$ cat src/design/tvg_pkg.sv
// Shared types, command codes and constants of the turtle vector generator.
package tvg_pkg;

    // Command codes carried in the opcode field.
    typedef enum logic [3:0] {
        OP_FWD     = 4'd0,
        OP_BACK    = 4'd1,
        OP_ROTATE  = 4'd2,
        OP_RIGHT   = 4'd3,
        OP_LEFT    = 4'd4,
        OP_ARC     = 4'd5,
        OP_SETX    = 4'd6,
        OP_SETY    = 4'd7,
        OP_SETPOS  = 4'd8,
        OP_SETHEAD = 4'd9,
        OP_PENON   = 4'd10,
        OP_PENOFF  = 4'd11
    } t_opcode;

    // One command item.
    typedef struct packed {
        logic [3:0]         opcode;
        logic signed [19:0] distance;
        logic signed [15:0] turn_angle;
        logic signed [7:0]  arc_degrees;
        logic [11:0]        arc_radius;
        logic signed [23:0] new_x;
        logic signed [23:0] new_y;
    } t_cmd;

    // One result item.
    typedef struct packed {
        logic signed [23:0] start_x;
        logic signed [23:0] start_y;
        logic signed [23:0] end_x;
        logic signed [23:0] end_y;
        logic [12:0]        heading_out;
        logic               draw;
        logic               pen_down;
        logic               last;
    } t_seg;

    // Width of the CORDIC datapath and of the sine and cosine it returns.
    localparam int TRIG_W = 27;

    // Cosine and sine from the CORDIC unit, Q.24.
    typedef struct packed {
        logic signed [TRIG_W-1:0] cos_val;
        logic signed [TRIG_W-1:0] sin_val;
    } t_trig;

    // Heading units: 1/16 degree.
    localparam logic [12:0] FULL_TURN    = 13'd5760;
    localparam logic [12:0] HALF_TURN    = 13'd2880;
    localparam logic [12:0] QUARTER_TURN = 13'd1440;
    localparam logic [12:0] ONE_DEGREE   = 13'd16;

    // CORDIC start value, pre-scaled by the inverse gain, Q.24.
    localparam logic [23:0] CORDIC_GAIN = 24'd10188013;

    // Chord length per unit radius: 2*pi/360 in Q.24, result taken to Q.8.
    localparam logic [18:0] ARC_LEN_COEF = 19'd292818;

    // Saturation limits of a Q16.8 position.
    localparam logic signed [23:0] POS_MAX = 24'sh7FFFFF;
    localparam logic signed [23:0] POS_MIN = -24'sh800000;

    // atan(2^-i) in 1/65536 degree.
    function automatic logic [21:0] tvg_atan(input logic [4:0] idx);
        logic [21:0] val;
        case (idx)
            5'd0:    val = 22'd2949120;
            5'd1:    val = 22'd1740967;
            5'd2:    val = 22'd919879;
            5'd3:    val = 22'd466945;
            5'd4:    val = 22'd234379;
            5'd5:    val = 22'd117304;
            5'd6:    val = 22'd58666;
            5'd7:    val = 22'd29335;
            5'd8:    val = 22'd14668;
            5'd9:    val = 22'd7334;
            5'd10:   val = 22'd3667;
            5'd11:   val = 22'd1833;
            5'd12:   val = 22'd917;
            5'd13:   val = 22'd458;
            5'd14:   val = 22'd229;
            5'd15:   val = 22'd115;
            5'd16:   val = 22'd57;
            5'd17:   val = 22'd29;
            5'd18:   val = 22'd14;
            5'd19:   val = 22'd7;
            5'd20:   val = 22'd4;
            5'd21:   val = 22'd2;
            5'd22:   val = 22'd1;
            default: val = 22'd0;
        endcase
        return val;
    endfunction

endpackage

$ cat src/design/tvg_cordic.sv
// Iterative CORDIC giving the cosine and sine of a heading, one rotation per cycle.
module tvg_cordic #(
    parameter int ITERS = 16
) (
    input  logic                i_clk,
    input  logic                i_rst_n,
    input  logic                i_start,
    input  logic [12:0]         i_angle,
    output logic                o_done,
    output tvg_pkg::t_trig      o_trig
);
    import tvg_pkg::*;

    localparam int IW = $clog2(ITERS);

    logic signed [TRIG_W-1:0] r_x;
    logic signed [TRIG_W-1:0] r_y;
    logic signed [24:0]       r_z;
    logic [1:0]               r_quad;
    logic [IW-1:0]            r_cnt;
    logic                     r_busy;
    logic                     r_done;

    logic [1:0]               quad;
    logic [12:0]              rem;
    logic signed [TRIG_W-1:0] x_sh;
    logic signed [TRIG_W-1:0] y_sh;
    logic signed [24:0]       atan_val;

    // Split the heading into a quadrant and an angle within it.
    always_comb begin
        if (i_angle >= 13'(3 * QUARTER_TURN)) begin
            quad = 2'd3;
            rem  = i_angle - 13'(3 * QUARTER_TURN);
        end else if (i_angle >= HALF_TURN) begin
            quad = 2'd2;
            rem  = i_angle - HALF_TURN;
        end else if (i_angle >= QUARTER_TURN) begin
            quad = 2'd1;
            rem  = i_angle - QUARTER_TURN;
        end else begin
            quad = 2'd0;
            rem  = i_angle;
        end
    end

    // Shifted terms and arctangent for the current rotation.
    assign x_sh     = r_x >>> r_cnt;
    assign y_sh     = r_y >>> r_cnt;
    assign atan_val = $signed({3'b000, tvg_atan(5'(r_cnt))});

    // Rotation sequencer.
    always_ff @(posedge i_clk) begin
        if (!i_rst_n) begin
            r_busy <= 1'b0;
            r_done <= 1'b0;
            r_cnt  <= '0;
        end else begin
            r_done <= r_busy && !i_start && (r_cnt == IW'(ITERS - 1));
            if (i_start) begin
                r_busy <= 1'b1;
                r_cnt  <= '0;
            end else if (r_busy) begin
                if (r_cnt == IW'(ITERS - 1)) begin
                    r_busy <= 1'b0;
                end else begin
                    r_cnt <= r_cnt + 1'b1;
                end
            end
        end
    end

    // Datapath: load on start, then rotate towards zero residual angle.
    always_ff @(posedge i_clk) begin
        if (i_start) begin
            r_x    <= $signed({3'b000, CORDIC_GAIN});
            r_y    <= '0;
            r_z    <= $signed({rem[11:0], 12'b0, 1'b0}) >>> 1;
            r_quad <= quad;
        end else if (r_busy) begin
            if (!r_z[24]) begin
                r_x <= r_x - y_sh;
                r_y <= r_y + x_sh;
                r_z <= r_z - atan_val;
            end else begin
                r_x <= r_x + y_sh;
                r_y <= r_y - x_sh;
                r_z <= r_z + atan_val;
            end
        end
    end

    // Map the first-quadrant result back onto the full circle.
    always_comb begin
        case (r_quad)
            2'd0: begin
                o_trig.cos_val = r_x;
                o_trig.sin_val = r_y;
            end
            2'd1: begin
                o_trig.cos_val = -r_y;
                o_trig.sin_val = r_x;
            end
            2'd2: begin
                o_trig.cos_val = -r_x;
                o_trig.sin_val = -r_y;
            end
            default: begin
                o_trig.cos_val = r_y;
                o_trig.sin_val = -r_x;
            end
        endcase
    end

    assign o_done = r_done;

endmodule

$ cat src/design/turtle_vector_generator.sv
// Top level of the turtle vector generator: command sequencer, position and heading state.
//
// Commands arrive on the input channel (i_valid, o_ready, i_cmd) and segments leave on the
// output channel (o_valid, i_ready, o_seg). A transfer happens on a rising edge at which
// valid and ready are both high. The block takes one command at a time; o_ready is high
// only while the sequencer is idle.
// A move (forward or back) runs the iterative CORDIC, one rotation per cycle, then one shared
// multiplier forms the x and y offsets. An arc first works out the chord length and the
// optional half turn, then runs these steps once per chord, giving up to MAX_ARC_STEPS
// segments with last set on the final one. Turns and set-heading commands reduce the
// heading by one full turn per cycle until it lies within one turn; the remaining commands
// go straight to the output.
// Each segment is held in an output register; the sequencer may start the next chord or
// return to idle while it waits, and stalls only when a new segment is ready and the
// register is still full.
// Reset puts the cursor at the origin, heading zero, pen on, with no segment pending.
module turtle_vector_generator #(
    parameter int MAX_ARC_STEPS = 64,
    parameter int CORDIC_ITERS  = 16
) (
    input  logic           i_clk,
    input  logic           i_rst_n,
    input  logic           i_valid,
    output logic           o_ready,
    input  tvg_pkg::t_cmd  i_cmd,
    output logic           o_valid,
    input  logic           i_ready,
    output tvg_pkg::t_seg  o_seg
);
    import tvg_pkg::*;

    localparam int CW = $clog2(MAX_ARC_STEPS + 1);

    typedef enum logic [8:0] {
        S_IDLE   = 9'b000000001,
        S_ARCLEN = 9'b000000010,
        S_WRAP   = 9'b000000100,
        S_START  = 9'b000001000,
        S_TRIG   = 9'b000010000,
        S_MULX   = 9'b000100000,
        S_MULY   = 9'b001000000,
        S_ADDY   = 9'b010000000,
        S_OUT    = 9'b100000000
    } t_state;

    t_state             r_state;
    logic signed [23:0] r_pos_x;
    logic signed [23:0] r_pos_y;
    logic [12:0]        r_heading;
    logic               r_pen;
    logic signed [16:0] r_hacc;
    logic signed [20:0] r_dist;
    logic signed [47:0] r_prod;
    logic signed [23:0] r_sx0;
    logic signed [23:0] r_sy0;
    logic [11:0]        r_rad;
    logic               r_neg;
    logic               r_is_arc;
    logic               r_in_chord;
    logic [CW-1:0]      r_cnt;
    logic               r_ovalid;
    t_seg               r_seg;

    logic               cordic_start;
    logic               cordic_done;
    t_trig              trig;
    logic signed [TRIG_W-1:0] mul_b;
    logic signed [23:0] rnd;
    logic [31:0]        arc_prod;
    logic signed [16:0] ang_ext;
    logic signed [16:0] mag;
    logic signed [16:0] head_ext;
    logic [8:0]         span;
    logic               out_load;
    logic               more_chords;
    logic               accept;

    // Add a rounded offset to a position and clamp to the Q16.8 range.
    function automatic logic signed [23:0] sat_add(input logic signed [23:0] pos,
                                                   input logic signed [23:0] off);
        logic signed [25:0] sum;
        sum = 26'(pos) + 26'(off);
        if (sum > 26'(POS_MAX)) begin
            return POS_MAX;
        end else if (sum < 26'(POS_MIN)) begin
            return POS_MIN;
        end
        return sum[23:0];
    endfunction

    tvg_cordic #(
        .ITERS (CORDIC_ITERS)
    ) u_cordic (
        .i_clk   (i_clk),
        .i_rst_n (i_rst_n),
        .i_start (cordic_start),
        .i_angle (r_heading),
        .o_done  (cordic_done),
        .o_trig  (trig)
    );

    // Handshake and decode helpers.
    assign accept       = i_valid && (r_state == S_IDLE);
    assign cordic_start = (r_state == S_START);
    assign ang_ext      = 17'(i_cmd.turn_angle);
    assign mag          = i_cmd.turn_angle[15] ? -ang_ext : ang_ext;
    assign head_ext     = $signed({4'b0000, r_heading});
    assign span         = i_cmd.arc_degrees[7] ? -9'(i_cmd.arc_degrees)
                                               : 9'(i_cmd.arc_degrees);
    assign arc_prod     = 32'(r_rad) * 32'(ARC_LEN_COEF) + 32'd32768;

    // The shared multiplier takes the cosine first, then the sine.
    assign mul_b = (r_state == S_MULX) ? trig.cos_val : trig.sin_val;
    assign rnd   = 24'((r_prod + 48'sd8388608) >>> 24);

    assign out_load    = (r_state == S_OUT) && (!r_ovalid || i_ready);
    assign more_chords = r_is_arc && r_in_chord && (r_cnt > CW'(1));

    // Sequencer and cursor state.
    always_ff @(posedge i_clk) begin
        if (!i_rst_n) begin
            r_state    <= S_IDLE;
            r_pos_x    <= '0;
            r_pos_y    <= '0;
            r_heading  <= '0;
            r_pen      <= 1'b1;
            r_is_arc   <= 1'b0;
            r_in_chord <= 1'b0;
            r_cnt      <= '0;
        end else begin
            case (r_state)
                S_IDLE: begin
                    if (accept) begin
                        r_is_arc   <= (i_cmd.opcode == OP_ARC);
                        r_in_chord <= 1'b0;
                        case (i_cmd.opcode)
                            OP_FWD: begin
                                r_dist  <= 21'(i_cmd.distance);
                                r_state <= S_START;
                            end
                            OP_BACK: begin
                                r_dist  <= -21'(i_cmd.distance);
                                r_state <= S_START;
                            end
                            OP_ROTATE: begin
                                r_hacc  <= head_ext + ang_ext;
                                r_state <= S_WRAP;
                            end
                            OP_RIGHT: begin
                                r_hacc  <= head_ext + mag;
                                r_state <= S_WRAP;
                            end
                            OP_LEFT: begin
                                r_hacc  <= head_ext - mag;
                                r_state <= S_WRAP;
                            end
                            OP_SETHEAD: begin
                                r_hacc  <= ang_ext;
                                r_state <= S_WRAP;
                            end
                            OP_ARC: begin
                                r_rad    <= i_cmd.arc_radius;
                                r_neg    <= i_cmd.arc_degrees[7];
                                if (span > 9'(MAX_ARC_STEPS)) begin
                                    r_cnt <= CW'(MAX_ARC_STEPS);
                                end else begin
                                    r_cnt <= CW'(span);
                                end
                                r_state <= S_ARCLEN;
                            end
                            OP_SETX: begin
                                r_pos_x <= i_cmd.new_x;
                                r_state <= S_OUT;
                            end
                            OP_SETY: begin
                                r_pos_y <= i_cmd.new_y;
                                r_state <= S_OUT;
                            end
                            OP_SETPOS: begin
                                r_pos_x <= i_cmd.new_x;
                                r_pos_y <= i_cmd.new_y;
                                r_state <= S_OUT;
                            end
                            OP_PENON: begin
                                r_pen   <= 1'b1;
                                r_state <= S_OUT;
                            end
                            OP_PENOFF: begin
                                r_pen   <= 1'b0;
                                r_state <= S_OUT;
                            end
                            default: begin
                                r_state <= S_OUT;
                            end
                        endcase
                    end
                end
                // Chord length, and the half turn that opens a negative arc.
                S_ARCLEN: begin
                    r_dist  <= $signed({5'b00000, arc_prod[31:16]});
                    r_hacc  <= r_neg ? head_ext + 17'(HALF_TURN) : head_ext;
                    r_state <= S_WRAP;
                end
                // Bring the heading back into one turn, one full turn per cycle.
                S_WRAP: begin
                    if (r_hacc[16]) begin
                        r_hacc <= r_hacc + 17'(FULL_TURN);
                    end else if (r_hacc >= 17'(FULL_TURN)) begin
                        r_hacc <= r_hacc - 17'(FULL_TURN);
                    end else begin
                        r_heading <= r_hacc[12:0];
                        if (r_is_arc && !r_in_chord && (r_cnt != '0)) begin
                            r_state <= S_START;
                        end else begin
                            r_state <= S_OUT;
                        end
                    end
                end
                // Segment begins here; the CORDIC starts this cycle.
                S_START: begin
                    r_sx0      <= r_pos_x;
                    r_sy0      <= r_pos_y;
                    r_in_chord <= 1'b1;
                    r_state    <= S_TRIG;
                end
                S_TRIG: begin
                    if (cordic_done) begin
                        r_state <= S_MULX;
                    end
                end
                S_MULX: begin
                    r_prod  <= r_dist * mul_b;
                    r_state <= S_MULY;
                end
                S_MULY: begin
                    r_prod  <= r_dist * mul_b;
                    r_pos_x <= sat_add(r_pos_x, rnd);
                    r_state <= S_ADDY;
                end
                S_ADDY: begin
                    r_pos_y <= sat_add(r_pos_y, rnd);
                    if (r_is_arc) begin
                        r_hacc  <= r_neg ? head_ext - 17'(ONE_DEGREE)
                                         : head_ext + 17'(ONE_DEGREE);
                        r_state <= S_WRAP;
                    end else begin
                        r_state <= S_OUT;
                    end
                end
                // Hand the segment to the output register, then go on or idle.
                S_OUT: begin
                    if (out_load) begin
                        if (more_chords) begin
                            r_cnt   <= r_cnt - 1'b1;
                            r_state <= S_START;
                        end else begin
                            r_state <= S_IDLE;
                        end
                    end
                end
                default: begin
                    r_state <= S_IDLE;
                end
            endcase
        end
    end

    // Output register: holds one segment until the receiver takes it.
    always_ff @(posedge i_clk) begin
        if (!i_rst_n) begin
            r_ovalid <= 1'b0;
        end else if (out_load) begin
            r_ovalid <= 1'b1;
        end else if (i_ready) begin
            r_ovalid <= 1'b0;
        end
    end

    always_ff @(posedge i_clk) begin
        if (out_load) begin
            r_seg.start_x     <= r_in_chord ? r_sx0 : r_pos_x;
            r_seg.start_y     <= r_in_chord ? r_sy0 : r_pos_y;
            r_seg.end_x       <= r_pos_x;
            r_seg.end_y       <= r_pos_y;
            r_seg.heading_out <= r_heading;
            r_seg.draw        <= r_in_chord & r_pen;
            r_seg.pen_down    <= r_pen;
            r_seg.last        <= !(r_is_arc && r_in_chord) || (r_cnt == CW'(1));
        end
    end

    assign o_ready = (r_state == S_IDLE);
    assign o_valid = r_ovalid;
    assign o_seg   = r_seg;

endmodule

$ cat config.mk
export PLATFORM = sky130hd
export DESIGN_NAME = turtle_vector_generator
export DESIGN_NICKNAME = d
export VERILOG_FILES = /design/src/design/tvg_pkg.sv /design/src/design/tvg_cordic.sv /design/src/design/turtle_vector_generator.sv
export SDC_FILE = /design/constraint.sdc
export NUM_CORES = 2
export LEC_CHECK = 0
export ABC_AREA = 0
export BUFFER_PORTS_ARGS = -buffer_cell sky130_fd_sc_hd__buf_2
export CAP_MARGIN = 25
export CORE_ASPECT_RATIO = 0.5
export CORE_MARGIN = 3
export CORE_UTILIZATION = 45
export CTS_CLUSTER_SIZE = 30
export DETAILED_ROUTE_END_ITERATION = 12
export PLACE_DENSITY = 0.59
export SLEW_MARGIN = 10
export SYNTH_ARGS = -nofsm -noshare
export SYNTH_HDL_FRONTEND = slang
export SYNTH_SLANG_ARGS = --single-unit
$ cat constraint.sdc
create_clock -name i_clk -period 12.1 [get_ports i_clk]
set_input_delay 0 -clock i_clk [delete_from_list [all_inputs] [get_ports i_clk]]
set_output_delay 0 -clock i_clk [all_outputs]
set_load 0.02 [all_outputs]
Word level (Yosys, flattened, before mapping):

Memories as Yosys holds them, arrays and structs flattened. A register that Yosys moved wholly into a read port is not among the register bits.
Cells that the tools add are included.
W data, S select, Z words.

* bits in read-only memories: 352
* memories: 1
* bits in registers: 427
* word-level logic and storage cells: 240
* output and inout bits: 114
* input port bits: 112

* reduce and logical (&&, ||, !) cells: 48
* shift operators: 2
* multiplexer cells: 73
* add/sub/neg operators: 28
* equality and inequality tests: 37
* multiply operators: 2
* $lt $le $gt $ge: 10
* bitwise operators: 5

Memory list
* (no name shown): words 16, bits a word 22, read ports 1, clocked after Yosys merged registers in 1, write ports 0, line tvg_pkg.sv:71 `case (idx)`

Operator list (number)
* $mux W24: 12
* $pmux W54 S3: 1
* $pmux W17 S4: 2
* $mux W17: 6
* $pmux W24 S2: 2
* $pmux W21 S2: 2
* $mux W27: 3
* $pmux W9 S9: 1
* $mux W25: 3
* $mux W9: 8
* $add A27 B27 Y27: 2
* $neg A27 Y27: 2
* $sshr A27 B4 Y27: 2
* $sub A27 B27 Y27: 2
* $add A24 B24 Y25: 2
* $gt A25 B24 Y1 const B: 2
* $lt A25 B24 Y1 const B: 2
* $add A48 B25 Y48 const B: 1
* $mul A21 B27 Y48: 1
* $mux W12: 3
* $mux W7: 5
* $add A31 B16 Y32 const B: 1
* $mul A12 B18 Y30 const B: 1
* $pmux W9 S3: 1
* 68 further kinds: 138

Logic depth before layout (Yosys ltp):

* word-level depth: 9
* gate-level depth with buffers: 40
* mapped depth without buffers: 39

Hierarchy:

A second synthesis with hierarchy kept.

* cell total of the unflattened synthesis: 6344
* area, all modules: 56706.9 µm²

By module, submodules not included
* turtle_vector_generator: area an instance 42124.2 µm², times used 1, sequential area each 8708.4 µm², cells each 4457
* tvg_cordic: area an instance 14582.7 µm², times used 1, sequential area each 2332.2 µm², cells each 1887

Worst setup path after synthesis:

Ideal clock, no wire load.

* path kind: register to register
* start point: register u_cordic.r_x[1]
* end point: register r_prod[47] (data pin)
* arrival time: 9.620 ns
* setup time: 0.260 ns
* setup slack: 2.220 ns
* stages on the path, launching flop included: 36
* period minus slack after synthesis: 9.880 ns
* required time: 11.840 ns
* buffers on the path: 1
* path through: dfxtp_1 -> inv_1 -> ha_1 -> or4b_1 -> or3_1 -> or3_1 -> or3_1 -> nand2b_4 -> o31ai_2 -> xnor2_1 -> o22ai_1 -> a31oi_1 -> buf_2 -> and2_1 -> fa_1 -> inv_1 -> fa_1 -> fa_1 -> inv_1 -> fa_1 -> fa_1 -> fa_1 -> inv_1 -> fa_1 -> inv_1 -> ha_1 -> a21o_1 -> a21oi_1 -> nor2b_1 -> o21ai_0 -> o221ai_1 -> nor2_1 -> a21oi_1 -> a311oi_1 -> o21bai_1 -> xnor2_1

* word-level cells in the longest chain between the ends: 4

RTL lines
* start, declared: line tvg_cordic.sv:16 `logic signed [TRIG_W-1:0] r_x;`
* start signal, assigned: line tvg_cordic.sv:76 `r_x <= $signed({3'b000, CORDIC_GAIN});`
* start signal, assigned: line tvg_cordic.sv:82 `r_x <= r_x - y_sh;`
* start signal, assigned: line tvg_cordic.sv:86 `r_x <= r_x + y_sh;`
* $neg A27 Y27: line tvg_cordic.sv:105, tvg_cordic.sv:110
* $pmux W54 S3 *: line tvg_cordic.sv:95 `case (r_quad)`
* $mux W27 *: line turtle_vector_generator.sv:113 `assign mul_b = (r_state == S_MULX) ? trig.cos_val : trig.sin_val;`
* $mul A21 B27 Y48 *: line turtle_vector_generator.sv:232, turtle_vector_generator.sv:236
* end signal, assigned: line turtle_vector_generator.sv:232 `r_prod <= r_dist * mul_b;`
* end signal, assigned: line turtle_vector_generator.sv:236 `r_prod <= r_dist * mul_b;`
* end, declared: line turtle_vector_generator.sv:53 `logic signed [47:0] r_prod;`

Mark *: on every way between the ends. The rest lies on a longest branch, timed or not.
A chain may end at the register's enable or synchronous reset.

Worst setup path in the final report:

Ends and elaborated chain as after synthesis.

==> impl_table.tex <==
\begin{tabular}{lr}
\hline
Metric & Value \\
\hline
\multicolumn{2}{l}{\textbf{Yosys}} \\
\quad Average footprint of a synthesized cell & about 8.9 um2 \\
\quad Post-synthesis instance area & approximately 56,000 um2 \\
\quad Ranking of synthesized cells by area & fa\_1 23\%, edfxtp\_1 13\%, ha\_1 8.3\% \\
\quad \#FFs+latches synth & 426 \\
\quad Post-synth EDFFs & 251 \\
\quad Async set-or-reset flop fraction in the synthesized netlist & 0\% \\
\quad Mapped Nets & around 7,400 \\
\quad Share of the yosys chip area belonging to registers & 19.7\% \\
\quad Number of distinct standard cells referenced by the synthesized netlist & 109 \\
\quad Leading register cell type out of synthesis & edfxtp\_1 \\
\quad Fraction of synthesized cell area taken by the top area cell type & a little under a quarter \\
\quad Number of instances in the synthesized netlist & 6,287 \\
\quad Number of warnings printed during yosys synthesis & 0 \\
\quad Library cell occupying the most area in the post-synthesis netlist & fa\_1 \\
\multicolumn{2}{l}{\textbf{CTS}} \\
\quad Clock sink count & around 430 \\
\quad Worst-Skew Late Latency & a little over 600 ps \\
\quad Clock transition time at the flip-flop clock pins of the worst setup and hold paths & around 70 ps \\
\quad Inserted Clock Buffers & between 40 and 50 \\
\quad CTS Root Buffer Type & clkbuf\_16 \\
\quad Htree depth & 2 \\
\quad CTS tree & built \\
\quad Maximum buffer depth of the clock tree & 3 \\
\quad Post-CTS resize count & 0 \\
\multicolumn{2}{l}{\textbf{Timing}} \\
\quad Crit path time final & 11,000 ps \\
\quad Worst hold slack after final layout & roughly 54 ps \\
\quad Unrepaired setup endpoints after global routing & false \\
\quad Final hold violation count & 0 \\
\quad Number of pins exceeding their max-slew limit in the final report & 0 \\
\quad Worst setup slack after layout & 1100 ps \\
\quad Setup Total Neg Slack & 0 ps \\
\quad FMAX & 90.9 MHz \\
\quad Max transition margin & approximately a fifth \\
\quad Final setup violation count & 0 \\
\quad Final period utilization & about nine tenths \\
\quad Maximum clock skew at final layout & around 35 ps \\
\quad Slew of the pin with the lowest slew margin & roughly 1200 ps \\
\multicolumn{2}{l}{\textbf{Finish}} \\
\quad Synth-to-layout area growth & 9.77\% \\
\quad Fin nets & between 7,000 and 8,000 \\
\quad Most common cell after layout, fill and taps aside & inv\_1 \\
\quad Number of fill cells & between 10,000 and 15,000 \\
\quad Layout cell share with drive strength beyond 1 & between 10\% and 20\% \\
\quad Most used cells in the layout excluding fill and tap cells & 882 x inv\_1, 674 x nand2\_1, 644 x fa\_1, 372 x ha\_1, 364 x a21oi\_1 \\
\quad Multi-input gate area & 40,600 um2 \\
\quad Sequential cell area & $\sim$11,000 um2 \\
\multicolumn{2}{l}{\textbf{Routing}} \\
\quad Top sig layer & met5 \\
\quad Average routed wire per standard cell & between 20 and 25 um \\
\quad Total DRC errors in the routed layout & 0 \\
\quad Sum of met3 wire segment lengths after detailed routing & about 14,000 um \\
\quad Initial DRT Pass Iterations & 6 \\
\quad Remaining number of nets flagged by the antenna check after routing & 0 \\
\quad Routed metal-1 wire length & between 70,000 and 80,000 um \\
\quad Vias/cell & 5.72 \\
\quad Met2 wire len & around 77,000 um \\
\quad Via total after detailed routing & between 40,000 and 50,000 \\
\quad First DRT Iteration DRCs & 4,273 \\
\quad Routed Wire Length & $\sim$170,000 um \\
\multicolumn{2}{l}{\textbf{Global routing}} \\
\quad Congestion Overflow GR & 0 \\
\quad GR Util All Layers & 26.5\% \\
\quad Initial antenna violation count & 13 \\
\quad Pin count of the biggest net entering global routing & 80 \\
\quad First-pass GRT wire length & 272,000 um \\
\quad Via count of the first global-routing pass & between 40,000 and 50,000 \\
\multicolumn{2}{l}{\textbf{Critical path}} \\
\quad Type of destination of the critical path & register \\
\quad Slowest library cell on the worst path & a31oi\_2 \\
\quad Library cell appearing most often on the critical path & fa\_1 \\
\quad Critical path start-end classification & reg2reg \\
\quad Slowest Stage Delay on Critical Path & approximately 630 ps \\
\quad Data arrival time at the worst-slack endpoint & 11,350 ps \\
\quad Critical Path Start Type & register \\
\quad Required time of the critical path & 12,450 ps \\
\quad Worst Path Max Fanout & 13 \\
\multicolumn{2}{l}{\textbf{Placement}} \\
\quad DPL Wire Length & between 100,000 and 150,000 um \\
\quad Pre-CTS setup slack & 638 ps \\
\quad RD Place Congestion & around 0.94 \\
\quad Number of port buffers & around 230 \\
\multicolumn{2}{l}{\textbf{Min path}} \\
\quad Tightest Hold Check Type & in2reg \\
\multicolumn{2}{l}{\textbf{Die}} \\
\quad X dimension of the die & roughly 500 um \\
\quad Chip height & between 200 and 300 um \\
\quad Overall die area & about 130,000 um2 \\
\quad Std-Cell Core Area & 122,000 um2 \\
\quad Number of rows in the core area & 90 \\
\quad Top-Level Pins & approximately 230 \\
\quad Starting density of the core & about 46\% \\
\multicolumn{2}{l}{\textbf{Run}} \\
\quad Maximum capacitance violations & 0 \\
\multicolumn{2}{l}{\textbf{Outcome}} \\
\quad Status & complete, no violations \\
\hline
\end{tabular}
==> stage by stage <==
stage                     utilization, %  area [um2]  cells
after global placement              48.3       59000   7949
final                               50.5       61700   8148
after global routing                50.5       61600   8145
after detailed placement            48.3       59000   7949
after floorplan                        -       56200   6287
after CTS                           50.4       61600   8137
==> final cells by class <==
class	count	share of cell area [%]
sequential	426	17.9
tap	1656	3.36
antenna	7	0.0284
multi-input combinational	4648	65.8
clock buffer	56	1.99
timing repair buffer	441	4.94
clock inverter	26	0.507
inverter	888	5.41
==> sequential cells by signal, summed over array words and instances (netlist names), 21 cells and up <==
| register | flops |
|---|---|
| r_pos_x | 24 |
| r_sx0 | 24 |
| r_dist | 21 |
| r_sy0 | 24 |
| u_cordic.atan_val | 22 |
| r_pos_y | 24 |
| u_cordic.r_y | 27 |
| o_seg | 112 |
| u_cordic.r_z | 25 |
| u_cordic.r_x | 27 |
| r_prod | 25 |
==> synth_stat cells (67+ instances only) <==
cell      number
dfxtp_1      175
nand2_1      674
clkbuf_1     246
and2_1       248
xor2_1       123
mux2i_1       84
nand3_1      127
nor2_1       349
nor3_1       102
mux2_2        94
a21oi_1      367
fa_1         644
xnor2_1      223
edfxtp_1     251
a21o_1        73
ha_1         372
nor2b_1       67
o21ai_0      257
inv_1        884
==> cells by family after synthesis <==
family | Yosys count | share of synthesized area, %
mux | 238 | 5.77
simple gates | 1879 | 16.3
compound gates | 1169 | 13.3
xor+xnor | 346 | 5.40
buf+inv | 1213 | 8.36
fa+ha+maj | 1016 | 31.2
flops | 426 | 19.7
==> worst max-delay path, delay by kind of cell (launching register included) <==
kind | cells | cell delay, ps
compound gates | 12 | 3020
xor+xnor | 2 | 330
fa+ha+maj | 9 | 4090
buf+inv | 6 | 860
flops | 1 | 410
simple gates | 6 | 2020
==> metal layers <==
| layer | track usage [%] | vias up |
|---|---|---|
| met5 | 0 | - |
| met4 | 5.80 | 2 |
| met3 | 4.94 | 261 |
| met2 | 41.8 | 1727 |
| met1 | 37.8 | 23100 |
| li1 | - | 21400 |
==> worst paths after layout <==
check                           slack, ps                to        startpoint  depth (start not counted)
worst max-delay path                 1100        r_prod[47]   u_cordic.r_x[1]                         35
worst min-delay path                   50        r_state[1]        i_cmd[106]                          4
worst max register to register       1100        r_prod[47]   u_cordic.r_x[1]                         35
worst min register to register        480  u_cordic.r_z[11]  u_cordic.r_z[11]                          2
==> what timing repair did <==
| item | in CTS | in global routing |
|---|---|---|
| endpoints found under the hold margin | 108 | 0 |
| hold buffers | 106 | 0 |
| setup buffers | 0 | 0 |
Power is not shown: default switching activity piles up to over one toggle a cycle in this logic, so the estimate is an artifact.
